$ cat src/design/otsu_pkg.sv
// shared types and constants of the otsu threshold binarizer
package otsu_pkg;

    localparam int LEVELS     = 256;
    localparam int LEVEL_W    = 8;
    localparam int CNT_W      = 21;
    localparam int SUM_W      = 28;
    localparam int PROD_W     = 49;
    localparam int DEN_W      = 42;
    localparam int SQ_W       = 98;
    localparam int LIMB_W     = 32;
    localparam int MUL_A_W    = 128;
    localparam int MUL_B_W    = 64;
    localparam int MUL_R_W    = 192;

    localparam logic [CNT_W-1:0]   MAX_PIXELS = CNT_W'(1048576);
    localparam logic [LEVEL_W-1:0] LEVEL_MAX  = LEVEL_W'(LEVELS - 1);
    localparam logic [7:0]         WHITE      = 8'd255;
    localparam logic [7:0]         BLACK      = 8'd0;

    localparam logic OP_ACC       = 1'b0;
    localparam logic OP_BIN       = 1'b1;
    localparam logic KIND_THRESH  = 1'b0;
    localparam logic KIND_PIXEL   = 1'b1;

    typedef struct packed {
        logic       opcode;
        logic [7:0] pixel;
        logic       frame_end;
    } in_item_t;

    typedef struct packed {
        logic       kind;
        logic [7:0] value;
    } out_item_t;

    typedef enum logic [1:0] {
        CMD_ACC     = 2'd0,
        CMD_ACC_END = 2'd1,
        CMD_BIN     = 2'd2
    } cmd_t;

    typedef struct packed {
        cmd_t       cmd;
        logic [7:0] pixel;
    } q_entry_t;

    typedef struct packed {
        logic     valid;
        q_entry_t entry;
    } q_head_t;

    typedef struct packed {
        logic               start;
        logic [MUL_A_W-1:0] a;
        logic [1:0]         a_top;
        logic [MUL_B_W-1:0] b;
        logic               b_top;
    } mul_req_t;

    typedef struct packed {
        logic               done;
        logic [MUL_R_W-1:0] res;
    } mul_rsp_t;

endpackage

$ cat src/design/otsu_mul.sv
// multi-limb multiplier built on one 32x32 product per cycle
module otsu_mul (
    input  logic               aclk,
    input  logic               aresetn,
    input  otsu_pkg::mul_req_t req,
    output otsu_pkg::mul_rsp_t rsp
);

    logic [otsu_pkg::MUL_A_W-1:0] a_reg, a_next;
    logic [otsu_pkg::MUL_B_W-1:0] b_reg, b_next;
    logic [1:0]  a_top_reg, a_top_next;
    logic        b_top_reg, b_top_next;
    logic [1:0]  i_reg, i_next;
    logic        j_reg, j_next;
    logic        busy_reg, busy_next;
    logic        pv_reg, pv_next;
    logic        done_reg, done_next;
    logic [2*otsu_pkg::LIMB_W-1:0] prod_reg, prod_next;
    logic [2:0]  sh_reg, sh_next;
    logic [otsu_pkg::MUL_R_W-1:0] acc_reg, acc_next;
    logic [otsu_pkg::LIMB_W-1:0]  a_limb, b_limb;

    assign a_limb = a_reg[otsu_pkg::LIMB_W*i_reg +: otsu_pkg::LIMB_W];
    assign b_limb = b_reg[otsu_pkg::LIMB_W*j_reg +: otsu_pkg::LIMB_W];

    always_comb begin
        a_next     = a_reg;
        b_next     = b_reg;
        a_top_next = a_top_reg;
        b_top_next = b_top_reg;
        i_next     = i_reg;
        j_next     = j_reg;
        busy_next  = busy_reg;
        pv_next    = busy_reg;
        prod_next  = a_limb * b_limb;
        sh_next    = 3'(i_reg) + 3'(j_reg);
        done_next  = pv_reg && !busy_reg;
        acc_next   = acc_reg;
        if (pv_reg) begin
            acc_next = acc_reg + (otsu_pkg::MUL_R_W'(prod_reg) << (otsu_pkg::LIMB_W * sh_reg));
        end
        if (busy_reg) begin
            if (i_reg == a_top_reg) begin
                i_next = 2'd0;
                if (j_reg == b_top_reg) begin
                    busy_next = 1'b0;
                end else begin
                    j_next = 1'b1;
                end
            end else begin
                i_next = i_reg + 2'd1;
            end
        end
        if (req.start) begin
            a_next     = req.a;
            b_next     = req.b;
            a_top_next = req.a_top;
            b_top_next = req.b_top;
            i_next     = 2'd0;
            j_next     = 1'b0;
            busy_next  = 1'b1;
            pv_next    = 1'b0;
            done_next  = 1'b0;
            acc_next   = '0;
        end
    end

    assign rsp.done = done_reg;
    assign rsp.res  = acc_reg;

    always_ff @(posedge aclk) begin
        a_reg     <= a_next;
        b_reg     <= b_next;
        a_top_reg <= a_top_next;
        b_top_reg <= b_top_next;
        i_reg     <= i_next;
        j_reg     <= j_next;
        prod_reg  <= prod_next;
        sh_reg    <= sh_next;
        acc_reg   <= acc_next;
        if (!aresetn) begin
            busy_reg <= 1'b0;
            pv_reg   <= 1'b0;
            done_reg <= 1'b0;
        end else begin
            busy_reg <= busy_next;
            pv_reg   <= pv_next;
            done_reg <= done_next;
        end
    end

endmodule

$ cat config.mk
export PLATFORM = sky130hd
export DESIGN_NAME = otsu_mul
export DESIGN_NICKNAME = d
export VERILOG_FILES = /design/src/design/otsu_pkg.sv /design/src/design/otsu_mul.sv
export SDC_FILE = /design/constraint.sdc
export NUM_CORES = 2
export LEC_CHECK = 0
export ABC_AREA = 1
export BUFFER_PORTS_ARGS = -buffer_cell sky130_fd_sc_hd__buf_2
export CORE_UTILIZATION = 35
export DETAILED_ROUTE_END_ITERATION = 12
export HOLD_SLACK_MARGIN = 0.06
export MAX_ROUTING_LAYER = met4
export PLACE_DENSITY = 0.49
export SYNTH_ARGS = -nofsm -noshare
export SYNTH_HDL_FRONTEND = slang
export SYNTH_SLANG_ARGS = --single-unit
$ cat constraint.sdc
create_clock -name aclk -period 9.7 [get_ports aclk]
set_input_delay 0.97 -clock aclk [delete_from_list [all_inputs] [get_ports aclk]]
set_output_delay 0.97 -clock aclk [all_outputs]
set_load 0.005 [all_outputs]
==> metrics <==
Syn Area/Cell=6.61 µm²; RSZ-0062 raised after global routing=no; Final nets=13100; cell count of the worst hold path=1; share of cells above drive strength 1=10.5%; Placed Area=79800 µm²; Ys Warns=0; Hold Vio Cnt, Final=0; CP max stage delay=1020 ps; # resized after CTS=0; via/cell ratio=4.97; initial antenna violation count=14; most common cell after layout, fill and taps aside=nand2_1; dpl hpwl=342000 µm; post-route ant nets=0; DRC Markers=0; Worst Setup End Kind=register; Yosys reg bits=460; Clock Latency Late Sink=760 ps; vias in the first global route=71700; fin. max-slew vios=0; Cells after DPL=14300; first-pass GRT wire length=542000 µm; Post-CTS Setup Bufs=0; Detailed Routing Iterations Pass 1=8; setup TNS=0 ps; area added between synthesis and finish=11.2%; Die X=461 µm; slew margin rel.=6.69%; Netlist cell types=50; asr flop ratio synth=0%; post-route cell area=82200 µm²; # port buffers=390; Final Cycle Share=93.9%; Final GP Congestion=1.05; wire length per cell=27.5 µm; wirelength, routed=396000 µm; hold_buf cts=0; CP dominant cell by count=fa_1; DRT iter0 DRCs=5737; final core occ=39.2%; final setup fails=0; # fillers=23000; CP max stage cell=o21ai_0; Core ar.=210000 µm²; Stages on worst setup path=27; Setup Skew=40.4 ps; Finished Layout Cells=14400; root buf cell=clkbuf_16; critical path launch point type=register; largest net degree at the start of global routing=129; clock-pin transition on the worst setup and hold timing paths=60 ps; critical path type=register to register; Worst Path Max Fanout=27; cell row count=168; Synthesized Nets=12700; die area=213000 µm²; I/O pin total=391; worst path required time=10370 ps; clk sinks=460; register area share after synthesis=15.1%; worst r2r path cells=27; final worst path period need=9110 ps; Largest register FFs=192; cell area after synthesis=73900 µm²; commonest cells after routing, fill and taps aside=nand2_1, inv_1, nor2_1; CTS tree=done; grt total ovfl=0; outcome=complete, no violations; Hold Crit Class=input pin to register; Post-synth EDFFs=195; fmax=0.110 GHz; Max Root-Sink Buffers=3; Max Cap Viol=0; starting density of the core=35.3%; Die Y=461 µm; CP delay by family, top=adder cells; CTS Buf Count=66; crit path buf inv count=8; Total Routing Usage GR=38.0%; Vias=71500; CP arrival=9780 ps; synthesized instance count=11200; worst-margin pin slew=1370 ps; H-tree levels=3; Most used DFF post-synth=dfxtp_1
-- worst paths after layout --
kind / from / to / slack (ps)
max: j_reg / prod_reg[61] / 590
min: req[162] / a_reg[95] / 400
max reg2reg: j_reg / prod_reg[61] / 590
min reg2reg: busy_reg / pv_reg / 550
-- through the flow --
stage	hold slack [ps]	worst slack (ps)
6_report	402	593
5_1_grt	381	250
4_1_cts	356	553
3_5_place_dp	531	575
3_3_place_gp	525	203
2_1_floorplan	437	2510
-- final cells by class --
type	count	area (µm²)	share of cell area, %
timing repair buffer	552	3250	3.96
clock buffer	81	1770	2.15
inverter	2725	10200	12.5
tap	2805	3510	4.27
sequential	460	11200	13.6
multi-input combinational	7716	51600	62.8
clock inverter	32	572	0.696
antenna	17	42.5	0.0518
-- metal layers --
layer,up-vias,share of wire [%],track usage [%]
met5,-,0,-
met4,0,8.4,26.0
met3,762,5.9,5.00
met2,2762,47,62.2
met1,34600,39,43.3
li1,33400,-,-
-- cell families (layout without fill, tap and decap cells) --
kind of cell / count (synthesis) / after routing / synth area share [%]
AND/OR/NAND/NOR: 5582 / 5582 / 30.8
buffers and inverters: 3004 / 3390 / 15.3
AO/OA/AOI/OAI: 591 / 591 / 4.43
multiplexers: 31 / 31 / 0.420
flip-flops: 460 / 460 / 15.1
other: 0 / 17 / 0
XOR/XNOR: 159 / 159 / 1.88
adder cells (fa/ha/maj): 1353 / 1353 / 32.0
-- cells in the mapped netlist (all sizes together) (7+ instances only) --
| cell type | n | area, µm² |
|---|---|---|
| nor3 | 35 | 215 |
| or2 | 26 | 163 |
| xnor2 | 27 | 236 |
| a21boi | 7 | 56.3 |
| a21o | 7 | 52.6 |
| a31oi | 23 | 144 |
| nor4 | 7 | 43.8 |
| edfxtp | 195 | 5860 |
| buf | 53 | 246 |
| a21oi | 218 | 1110 |
| and2 | 9 | 56.3 |
| o22ai | 64 | 400 |
| o21bai | 26 | 195 |
| nor2 | 1789 | 7470 |
| nand3 | 312 | 1730 |
| inv | 2697 | 10100 |
| o21ai | 230 | 1190 |
| ha | 456 | 5710 |
| nand2 | 3339 | 12700 |
| fa | 897 | 18000 |
| mux2i | 31 | 310 |
| clkinv | 28 | 105 |
| and3 | 8 | 50.1 |
| clkbuf | 225 | 845 |
| xor2 | 132 | 1160 |
| nand4 | 54 | 338 |
| dfxtp | 265 | 5310 |
Power is not shown: default switching activity piles up to over one toggle a cycle in this logic, so the estimate is an artifact.
