**src/design/otsu_pkg.sv**
```systemverilog
// shared types and constants of the otsu threshold binarizer
package otsu_pkg;

    localparam int LEVELS     = 256;
    localparam int LEVEL_W    = 8;
    localparam int CNT_W      = 21;
    localparam int SUM_W      = 28;
    localparam int PROD_W     = 49;
    localparam int DEN_W      = 42;
    localparam int SQ_W       = 98;
    localparam int LIMB_W     = 32;
    localparam int MUL_A_W    = 128;
    localparam int MUL_B_W    = 64;
    localparam int MUL_R_W    = 192;

    localparam logic [CNT_W-1:0]   MAX_PIXELS = CNT_W'(1048576);
    localparam logic [LEVEL_W-1:0] LEVEL_MAX  = LEVEL_W'(LEVELS - 1);
    localparam logic [7:0]         WHITE      = 8'd255;
    localparam logic [7:0]         BLACK      = 8'd0;

    localparam logic OP_ACC       = 1'b0;
    localparam logic OP_BIN       = 1'b1;
    localparam logic KIND_THRESH  = 1'b0;
    localparam logic KIND_PIXEL   = 1'b1;

    typedef struct packed {
        logic       opcode;
        logic [7:0] pixel;
        logic       frame_end;
    } in_item_t;

    typedef struct packed {
        logic       kind;
        logic [7:0] value;
    } out_item_t;

    typedef enum logic [1:0] {
        CMD_ACC     = 2'd0,
        CMD_ACC_END = 2'd1,
        CMD_BIN     = 2'd2
    } cmd_t;

    typedef struct packed {
        cmd_t       cmd;
        logic [7:0] pixel;
    } q_entry_t;

    typedef struct packed {
        logic     valid;
        q_entry_t entry;
    } q_head_t;

    typedef struct packed {
        logic               start;
        logic [MUL_A_W-1:0] a;
        logic [1:0]         a_top;
        logic [MUL_B_W-1:0] b;
        logic               b_top;
    } mul_req_t;

    typedef struct packed {
        logic               done;
        logic [MUL_R_W-1:0] res;
    } mul_rsp_t;

endpackage

```
**src/design/otsu_front.sv**
```systemverilog
// front end: accepts items, classifies them and queues commands
module otsu_front (
    input  logic              aclk,
    input  logic              aresetn,
    input  logic              s_valid,
    output logic              s_ready,
    input  otsu_pkg::in_item_t s_data,
    output otsu_pkg::q_head_t head,
    input  logic              pop
);

    otsu_pkg::q_entry_t fifo_reg [2];
    logic       wr_ptr_reg, wr_ptr_next;
    logic       rd_ptr_reg, rd_ptr_next;
    logic [1:0] cnt_reg, cnt_next;
    logic       push;
    otsu_pkg::q_entry_t entry;

    assign s_ready = (cnt_reg != 2'd2);
    assign push    = s_valid && s_ready;

    always_comb begin
        entry.pixel = s_data.pixel;
        if (s_data.opcode == otsu_pkg::OP_BIN) begin
            entry.cmd = otsu_pkg::CMD_BIN;
        end else if (s_data.frame_end) begin
            entry.cmd = otsu_pkg::CMD_ACC_END;
        end else begin
            entry.cmd = otsu_pkg::CMD_ACC;
        end
    end

    always_comb begin
        wr_ptr_next = push ? ~wr_ptr_reg : wr_ptr_reg;
        rd_ptr_next = pop ? ~rd_ptr_reg : rd_ptr_reg;
        cnt_next    = cnt_reg + 2'(push) - 2'(pop);
    end

    assign head.valid = (cnt_reg != 2'd0);
    assign head.entry = fifo_reg[rd_ptr_reg];

    always_ff @(posedge aclk) begin
        if (push) begin
            fifo_reg[wr_ptr_reg] <= entry;
        end
        if (!aresetn) begin
            wr_ptr_reg <= 1'b0;
            rd_ptr_reg <= 1'b0;
            cnt_reg    <= 2'd0;
        end else begin
            wr_ptr_reg <= wr_ptr_next;
            rd_ptr_reg <= rd_ptr_next;
            cnt_reg    <= cnt_next;
        end
    end

endmodule

```
**config.mk**
```make
export PLATFORM = sky130hd
export DESIGN_NAME = otsu_front
export DESIGN_NICKNAME = d
export VERILOG_FILES = /design/src/design/otsu_pkg.sv /design/src/design/otsu_front.sv
export SDC_FILE = /design/constraint.sdc
export NUM_CORES = 1
export LEC_CHECK = 0
export CORE_ASPECT_RATIO = 0.5
export CORE_MARGIN = 2
export CORE_UTILIZATION = 38
export DETAILED_ROUTE_END_ITERATION = 10
export DONT_BUFFER_PORTS = 1
export PLACE_DENSITY = 0.56
export SYNTH_ARGS = -nofsm -noshare
export SYNTH_HDL_FRONTEND = slang
export SYNTH_SLANG_ARGS = --single-unit
export TNS_END_PERCENT = 10
```
**constraint.sdc**
```tcl
create_clock -name aclk -period 2.9 [get_ports aclk]
set_input_delay 0.58 -clock aclk [delete_from_list [all_inputs] [get_ports aclk]]
set_output_delay 0.58 -clock aclk [all_outputs]
set_load 0.02 [all_outputs]
```
==> metrics.md <==
| Metric | Value |
|---|---|
| Largest family of logic cells by synthesized area | `multiplexers` |
| #FFs+latches synth | `25` |
| Total grt overflow | `0` |
| Clock latency on the worst-skew pair | `around 0.26 ns` |
| WL/cell | `between 10 and 15 um` |
| Slew margin rel. | `approximately 69%` |
| Post-Synth XOR/XNOR Area | `under 10%` |
| Flop2flop setup slack | `~1.1 ns` |
| Worst Path Required | `around 2.3 ns` |
| FF-to-FF End | `cnt_reg[1]` |
| Post-CTS setup buffers | `0` |
| Switching share of power | `roughly 25%` |
| DP Wirelength | `approximately 1000 um` |
| ANT cells | `0` |
| Post-Layout Cell Count | `100` |
| Critical path's largest stage delay | `0.60 ns` |
| End of the critical path | `head[3]` |
| WL met2 | `765 um` |
| RR Startpoint | `cnt_reg[0]` |
| Total GRT Usage | `approximately 10%` |
| Nets | `79` |
| Vias per cell | `4.550` |
| Part of the power in registers | `58.8%` |
| Class of the worst hold path | `in2reg` |
| Number of buffers and inverters on the critical path | `0` |
| Clock buffer depth | `2` |
| # H-tree levels | `1` |
| Final wirelength | `between 1000 and 1500 um` |
| Total CTS buffers | `3` |
| Period utilization | `65.44%` |
| Comb pwr share | `14.8%` |
| Final ANT Viol Nets | `0` |
| Gate Count Post-Synth | `60` |
| Fmax achieved | `about 530 MHz` |
| Post-Place Cells | `96` |
| CTS sink cnt | `25` |
| Clock slew at reported path FFs | `approximately 0.08 ns` |
| Critical Path AT | `between 1 and 1.5 ns` |
| FF-to-FF path depth | `7` |
| Final hold viol count | `0` |
| # rows | `13` |
| Final-report max-slew violation count | `0` |
| Synth-to-Final Area Change | `8.712%` |
| Unrepaired setup endpoints after global routing | `false` |
| Ys flop type | `edfxtp_1` |
| Simple logic cell fraction of the synthesized area | `around 8.1%` |
| DRC | `0` |
| Highest Signal Layer | `met3` |
| Vias in the first global route | `about 480` |
| Die Wd | `between 70 and 80 um` |
| Delay-heaviest family, CP | `flip-flops` |
| Max_cap viols | `0` |
| Metal-1 WL | `between 500 and 600 um` |
| WS Path Type | `reg2out` |
| Routability cong. | `between 0.6 and 0.7` |
| Critical path endpoint category | `primary output` |
| Share of cells above drive strength 1 | `between 20% and 30%` |
| Critical Path Start Type | `flip-flop` |
| TritonRoute pass-1 iters | `3` |
| Compound-Gate Fraction of Synth Area | `4.545%` |
| Final setup TNS | `0 ns` |
| CP Max Fanout | `10` |
| VDD IR-drop max | `221.0 uV` |
| Skew final | `about 0.0031 ns` |
| Fin util | `42.46%` |
| Sw Pwr | `about 0.19 mW` |
| Mapped Area | `between 900 and 1000 um2` |
| Via count | `between 400 and 500` |
| P_leak | `0.3750 nW` |
| Synth warn | `0` |
| Status | `complete, no violations` |
| Setup violations, final | `0` |
| Net Count, Synth | `75` |
| Synth top area cells | `edfxtp_1 (61%), mux2_2 (11%), dfxtp_1 (10%)` |
| Clk root buf | `clkbuf_8` |
| Area post-placement | `1032 um2` |
| CP Depth | `1` |
| Internal Power | `around 0.57 mW` |
| Core ar. | `2537 um2` |
| Worst-Margin Slew | `roughly 0.47 ns` |
| CTS tree | `built` |
| Post-CTS Hold Buffers | `0` |
| Initial cell density of the core | `about two fifths` |
| Post-CTS Resized | `0` |
| Io pins | `26` |
| CP cell instances | `mux2_2` |
| Post-Synth Adder-Cell Area | `roughly 1.3%` |
| Avg Cell Area, Syn | `16.52 um2` |
| Fin crit period | `between 1.5 and 2 ns` |
| Largest net degree at the start of global routing | `14` |
| Master of the slowest instance on the critical path | `dfxtp_1` |
| Die area | `between 3000 and 4000 um2` |
| Port bufs | `0` |
| EDFF count, synth | `20` |
| Met3 WL | `109 um` |
| Share of the yosys chip area belonging to registers | `between 70 and 80%` |
| Post-synthesis mux area share | `12.37%` |
| Leading cell type in the layout, fill and taps excluded | `edfxtp_1` |
| Number of distinct library cells after synthesis | `23` |
| Initial antenna violation count | `0` |
| Fin area | `1077 um2` |
| Chip Height | `between 40 and 50 um` |
| DRT iter0 DRCs | `35` |
| Power per cell area | `701.0 nW/um2` |
| Largest register FFs | `20` |
| First-pass GRT wire length | `between 2000 and 2500 um` |
| Clk pwr share | `between 20% and 30%` |
| Share of the synthesized area in the top cell type | `60.61%` |
| Yosys top cell by area | `edfxtp_1` |
| Most frequent cells in the layout | `edfxtp_1 (20), mux2_2 (10), dfxtp_1 (5), and2_1 (3), clkbuf_8 (3)` |
| Synth async-reset ratio | `0%` |
==> layout make-up <==
type	instances	area, um2
fill	253	1460
sequential	25	700.7
multi-input combinational	32	277.8
tap	37	46.29
clock buffer	4	45.04
inverter	2	7.507
==> Yosys cell counts (2+ instances only) <==
library cell   n
and2_1         3
dfxtp_1        5
edfxtp_1      20
inv_1          2
mux2_2        10
nand2_1        2
nand3b_1       2
==> metrics by stage <==
stage	setup WS (ns)	hold slack [ns]	power [mW]
after floorplan	1.319	0.5180	0.5492
after global placement	1.253	0.5358	0.5610
after detailed placement	1.112	0.5641	0.5676
after CTS	0.9672	0.4029	0.7648
after global routing	0.9141	0.3896	0.7943
final	1.002	0.4087	0.7551
==> logic make-up after synthesis <==
family | after synthesis
simple gates | 13
flops | 25
fa+ha+maj | 1
compound gates | 5
buf+inv | 3
xor+xnor | 2
mux | 11
==> worst min-delay path by stage <==
stage | start | to | depth (start not counted)
finish | s_data[1] | fifo_reg[0][0] | 0
global placement | wr_ptr_reg | wr_ptr_reg | 2
CTS | s_data[1] | fifo_reg[1][0] | 0
detailed placement | wr_ptr_reg | wr_ptr_reg | 2
floorplan | wr_ptr_reg | wr_ptr_reg | 2
global route | s_data[9] | fifo_reg[0][9] | 0
==> per-layer routing <==
layer | track usage [%] | up-vias
met1 | 9.746 | 212
met5 | 0 | -
li1 | - | 229
met4 | 2.727 | 0
met2 | 20.13 | 14
met3 | 5.631 | 0
==> power by group through the flow <==
stage | Combinational, mW | Sequential (mW) | Clock (mW)
2_1_floorplan | 0.106 | 0.444 | 0
3_3_place_gp | 0.111 | 0.450 | 0
3_5_place_dp | 0.114 | 0.454 | 0
4_1_cts | 0.114 | 0.445 | 0.205
5_1_grt | 0.122 | 0.449 | 0.223
6_report | 0.112 | 0.444 | 0.199
(Power assumes the default switching activity.)
